`src/hdl/pipc_pkg.sv`:
```
`default_nettype none

package pipc_pkg;

	localparam int PIPC_MAX_VERTICES = 64;
	localparam int PIPC_COORD_BITS   = 16;

	// opcode field
	localparam logic OP_ADD   = 1'b0;
	localparam logic OP_QUERY = 1'b1;

	// status field
	localparam logic STATUS_OK   = 1'b0;
	localparam logic STATUS_FULL = 1'b1;

	// control that travels with each request down the chain
	typedef struct packed {
		logic valid;
		logic query;
		logic parity;
		logic status;
	} pipc_ctl_t;

endpackage

`default_nettype wire

```
`src/hdl/pipc_cell.sv`:
```
`default_nettype none

module pipc_cell import pipc_pkg::*; #(
	parameter int COORD_BITS = PIPC_COORD_BITS,
	parameter int CNT_BITS   = 7,
	parameter int INDEX      = 0
) (
	input  wire logic                         clk,
	input  wire logic                         arst_n,
	input  wire logic                         en,
	input  wire logic                         wr_en,
	input  wire logic        [CNT_BITS-1:0]   wr_idx,
	input  wire logic signed [COORD_BITS-1:0] wr_x,
	input  wire logic signed [COORD_BITS-1:0] wr_y,
	input  wire logic signed [COORD_BITS-1:0] nxt_x,
	input  wire logic signed [COORD_BITS-1:0] nxt_y,
	input  wire logic signed [COORD_BITS-1:0] first_x,
	input  wire logic signed [COORD_BITS-1:0] first_y,
	output logic signed      [COORD_BITS-1:0] vert_x,
	output logic signed      [COORD_BITS-1:0] vert_y,
	input  wire pipc_ctl_t                    ctl_in,
	input  wire logic signed [COORD_BITS-1:0] qx_in,
	input  wire logic signed [COORD_BITS-1:0] qy_in,
	input  wire logic        [CNT_BITS-1:0]   n_in,
	output pipc_ctl_t                         ctl_out,
	output logic signed      [COORD_BITS-1:0] qx_out,
	output logic signed      [COORD_BITS-1:0] qy_out,
	output logic             [CNT_BITS-1:0]   n_out
);

	localparam int DW = COORD_BITS + 1;
	localparam int PW = 2 * DW;
	localparam int SW = PW + 1;
	localparam logic [CNT_BITS-1:0] IDX_SELF = CNT_BITS'(INDEX);
	localparam logic [CNT_BITS-1:0] IDX_NEXT = CNT_BITS'(INDEX + 1);

	logic signed [COORD_BITS-1:0] vert_x_q, vert_y_q;
	logic signed [COORD_BITS-1:0] sx, sy;
	logic                         use_next, act;
	logic signed [DW-1:0]         dx, dy, a, b;
	logic signed [PW-1:0]         p1, p2;
	logic                         pos, neg, rng;

	pipc_ctl_t                    ctl_s1, ctl_s2, ctl_nxt;
	logic signed [COORD_BITS-1:0] qx_s1, qy_s1, qx_s2, qy_s2;
	logic        [CNT_BITS-1:0]   n_s1, n_s2;
	logic                         act_s1, pos_s1, rng_s1;
	logic signed [PW-1:0]         p1_s1, p2_s1;
	logic signed [SW-1:0]         lhs;
	logic                         hit;

	always_ff @(posedge clk) begin
		if (wr_en && wr_idx == IDX_SELF) begin
			vert_x_q <= wr_x;
			vert_y_q <= wr_y;
		end
	end

	assign vert_x = vert_x_q;
	assign vert_y = vert_y_q;

	// edge runs from the next stored vertex (or the first one, closing) to this one
	always_comb begin
		use_next = IDX_NEXT < n_in;
		sx       = use_next ? nxt_x : first_x;
		sy       = use_next ? nxt_y : first_y;
		act      = ctl_in.valid && ctl_in.query && (IDX_SELF < n_in);
		dx       = $signed({vert_x_q[COORD_BITS-1], vert_x_q}) - $signed({sx[COORD_BITS-1], sx});
		dy       = $signed({vert_y_q[COORD_BITS-1], vert_y_q}) - $signed({sy[COORD_BITS-1], sy});
		a        = $signed({qx_in[COORD_BITS-1], qx_in}) - $signed({sx[COORD_BITS-1], sx});
		b        = $signed({sy[COORD_BITS-1], sy}) - $signed({qy_in[COORD_BITS-1], qy_in});
		p1       = b * dx;
		p2       = a * dy;
		pos      = dx > 0;
		neg      = dx < 0;
		if (pos) begin
			rng = (a >= 0) && (a <= dx);
		end else if (neg) begin
			rng = (a <= 0) && (a >= dx);
		end else begin
			rng = 1'b0;
		end
	end

	always_ff @(posedge clk or negedge arst_n) begin
		if (!arst_n) begin
			ctl_s1 <= '0;
			ctl_s2 <= '0;
		end else if (en) begin
			ctl_s1 <= ctl_in;
			ctl_s2 <= ctl_nxt;
		end
	end

	always_ff @(posedge clk) begin
		if (en) begin
			qx_s1  <= qx_in;
			qy_s1  <= qy_in;
			n_s1   <= n_in;
			act_s1 <= act;
			pos_s1 <= pos;
			rng_s1 <= rng;
			p1_s1  <= p1;
			p2_s1  <= p2;
			qx_s2  <= qx_s1;
			qy_s2  <= qy_s1;
			n_s2   <= n_s1;
		end
	end

	// height at the query x lies strictly above the point
	always_comb begin
		lhs            = $signed({p1_s1[PW-1], p1_s1}) + $signed({p2_s1[PW-1], p2_s1});
		hit            = act_s1 && rng_s1 && (pos_s1 ? (lhs > 0) : (lhs < 0));
		ctl_nxt        = ctl_s1;
		ctl_nxt.parity = ctl_s1.parity ^ hit;
	end

	assign ctl_out = ctl_s2;
	assign qx_out  = qx_s2;
	assign qy_out  = qy_s2;
	assign n_out   = n_s2;

endmodule

`default_nettype wire
```
`config.mk`:
```
export PLATFORM = sky130hd
export DESIGN_NAME = pipc_cell
export DESIGN_NICKNAME = d
export VERILOG_FILES = /design/src/hdl/pipc_pkg.sv /design/src/hdl/pipc_cell.sv
export SDC_FILE = /design/constraint.sdc
export NUM_CORES = 2
export LEC_CHECK = 0
export ABC_AREA = 1
export BUFFER_PORTS_ARGS = -buffer_cell sky130_fd_sc_hd__buf_2
export CORE_UTILIZATION = 64
export CTS_BUF_LIST = sky130_fd_sc_hd__clkbuf_16
export DETAILED_ROUTE_END_ITERATION = 16
export GPL_TIMING_DRIVEN = 0
export PLACE_DENSITY_LB_ADDON = 0.08
export SYNTH_ARGS = -nofsm -noshare
export SYNTH_HDL_FRONTEND = slang
export SYNTH_SLANG_ARGS = --single-unit
export TNS_END_PERCENT = 10
```
`constraint.sdc`:
```
create_clock -name clk -period 9.3 [get_ports clk]
set_input_delay 0.465 -clock clk [delete_from_list [all_inputs] [get_ports clk]]
set_output_delay 0.465 -clock clk [all_outputs]
set_load 0.03 [all_outputs]
```
==> metrics.cfg <==
[run_status]
outcome = finished, final reports clean

[global_route]
antenna_found_initial = 2
grt_first_pass_wirelength_um = 153000
grt_pass1_vias = 28800
grt-ovfl-total = 0
grt_max_degree = 77
grt_use_total = 0.365

[route]
ant_nets = 0
wl_per_cell_um = 18.7
viasPerCell = 5.48
drc = 0
dr.pass1.iters = 5
via_count = 28000
wirelength_um = 95600
initialDrtViolationCount = 1971

[cts]
numCtsBuffers = 17
cts_tree = done
clock_latency_ns = 0.50
cts_sinks = 189
cts_root_buf = clkbuf_16
clockBufferDepth = 2
path_clk_slew_ns = 0.08
htree_levels = 4

[worst_setup_path]
reg2reg_depth = 26
max_stage_delay_ns = 0.55
startpoint_type = input port
worst_path_dominant_cell_family = adder cells
worstSetupPathType = in -> reg
worstPathArrival_ns = 9.28
crit_required_ns = 9.59
cp_num_buf_inv = 11
end_kind = flop
cp_max_fo = 10
rr_startpoint = vert_y[0]
rrSetupSlack_ns = 1.18
crit_path_top_delay_cell = fa_1
r2r_end = p2_s1[32]

[synthesis]
ys_top_cells_by_area = fa_1, edfxtp_1, inv_1
yosysUniqueCellTypes = 64
synth_top_area_share = 0.344
async_reset_ff_frac = 0.0423
yosys.area.top_type = fa_1
synth_fp_nets = 5162
syn_avg_cell_area_um2 = 8.38
yosysWarnings = 0
synth-seq-cells = 189
synth_common_cells = inv_1, nand2_1, fa_1
syn_area_mm2 = 0.0347
synth_edf_count = 181
ys.flop_type = edfxtp_1
synth.most_common_cell = inv_1
seq_area_frac_synth = 0.162
synth_cells = 4140

[floorplan]
ios = 225
rows = 84
die_area_mm2 = 0.0551
die_width_um = 235
die-height_um = 235
core-area_mm2 = 0.0531
start_util = 0.653

[worst_hold_path]
min-delay-start = wr_x[11]
holdPathStages = 1
min_to = vert_x[11]
hp-class = in -> reg

[sta]
min_period_ns = 9.00
finalSetupTns_ns = 0
skew_ns = 0.0135
worstMarginPinSlew_ns = 1.23
rsz0062_at_grt = true
hold_viol = 0
slew_viol_final = 0
setup-violations-final = 0
min_period_over_period = 0.967
fin_hold_ws_ns = 0.132
max_freq_ghz = 0.111
relSlewSlack = 0.175

[layout]
syn_to_final_growth_pct = 9.13
nets = 5422
nFillCells = 4334
drive_above_1_share = 0.111

[placement]
place_congestion = 0.984
io_buffer_count = 224
dp_hpwl_um = 81800

[job]
cap_violations = 0

==> area by class of cell <==
class                           instances  area [um2]  area share
Multi-Input combinational cell       2830       25100       0.664
Antenna cell                            2        5.00    0.000132
Clock buffer                           17         425      0.0112
Clock inverter                         15         149     0.00393
Buffer                                 63         365     0.00965
Tap cell                              688         861      0.0227
Sequential cell                       189        5640       0.149
Timing Repair Buffer                  244        1310      0.0347
Inverter                             1055        3970       0.105
==> state kept, by name, indices dropped and copies added (netlist names) <==
register  cells
act_s1        1
ctl_nxt       3
ctl_out       4
ctl_s1        1
n_out         7
n_s1          7
p1_s1        34
p2_s1        34
pos_s1        1
qx_out       16
qx_s1        16
qy_out       16
qy_s1        16
rng_s1        1
vert_x       16
vert_y       16
==> cells in the final DEF (no fill, tap or decap), types with 33 or more instances in the layout <==
cell type and n:
fa_1 595, inv_1 1029, xor2_1 53, a21oi_1 136, nand3_1 100, buf_2 245
xnor2_1 34, nor2_1 394, nand2_1 890, ha_1 275, o21ai_0 55, nand2_2 33
edfxtp_1 181
==> metal layers <==
layer | share of wire | track usage | wire, um
met3 | 0.094 | 0.0927 | 8980
met5 | 0.00013 | 0 | 12
met4 | 0.048 | 0.167 | 4630
met2 | 0.46 | 0.585 | 43900
met1 | 0.40 | 0.468 | 38000
==> stage by stage <==
step	util	cells	worst slack, ns	area, um2
floorplan	-	4140	0.882	34700
global route	0.713	5101	-0.0608	37800
detailed placement	0.691	5053	-1.68	36700
global placement	0.691	5052	-1.58	36700
finish	0.713	5103	0.303	37800
CTS	0.705	5085	-0.0306	37400
==> repair_timing <==
action / in CTS / in global routing
endpoints found under the hold margin: 8 / 0
endpoints found under the setup margin: 34 / 21
pin swaps: 2 / 10
hold buffers: 1 / 0
cloned: 0 / 0
gates resized for setup: 30 / 71
buffers inserted: 1 / 17
==> how the worst max path moves through the flow <==
stage	startpoint	end	slack [ns]	cells past startpoint
global placement	n_in[4]	p2_s1[31]	-1.58	41
detailed placement	n_in[4]	p2_s1[31]	-1.68	41
finish	n_in[1]	p1_s1[31]	0.30	40
floorplan	n_in[3]	p1_s1[31]	0.88	41
CTS	n_in[1]	p2_s1[31]	-0.03	38
global route	n_in[1]	p1_s1[31]	-0.06	41
==> worst reg2reg max path: cells and delay by family (launching register included) <==
family,cells,cell delay (ns)
XOR/XNOR,2,0.72
buffers and inverters,6,0.92
AND/OR/NAND/NOR,7,1.11
adder cells (fa/ha/maj),9,4.35
flip-flops,1,0.39
AO/OA/AOI/OAI,2,0.35
==> kinds of logic after synthesis <==
family | synth area share
adder cells (fa/ha/maj) | 0.444
XOR/XNOR | 0.0310
flip-flops | 0.162
buffers and inverters | 0.124
multiplexers | 0.00289
AND/OR/NAND/NOR | 0.187
AO/OA/AOI/OAI | 0.0493
Power is not shown: default switching activity piles up to over one toggle a cycle in this logic, so the estimate is an artifact.
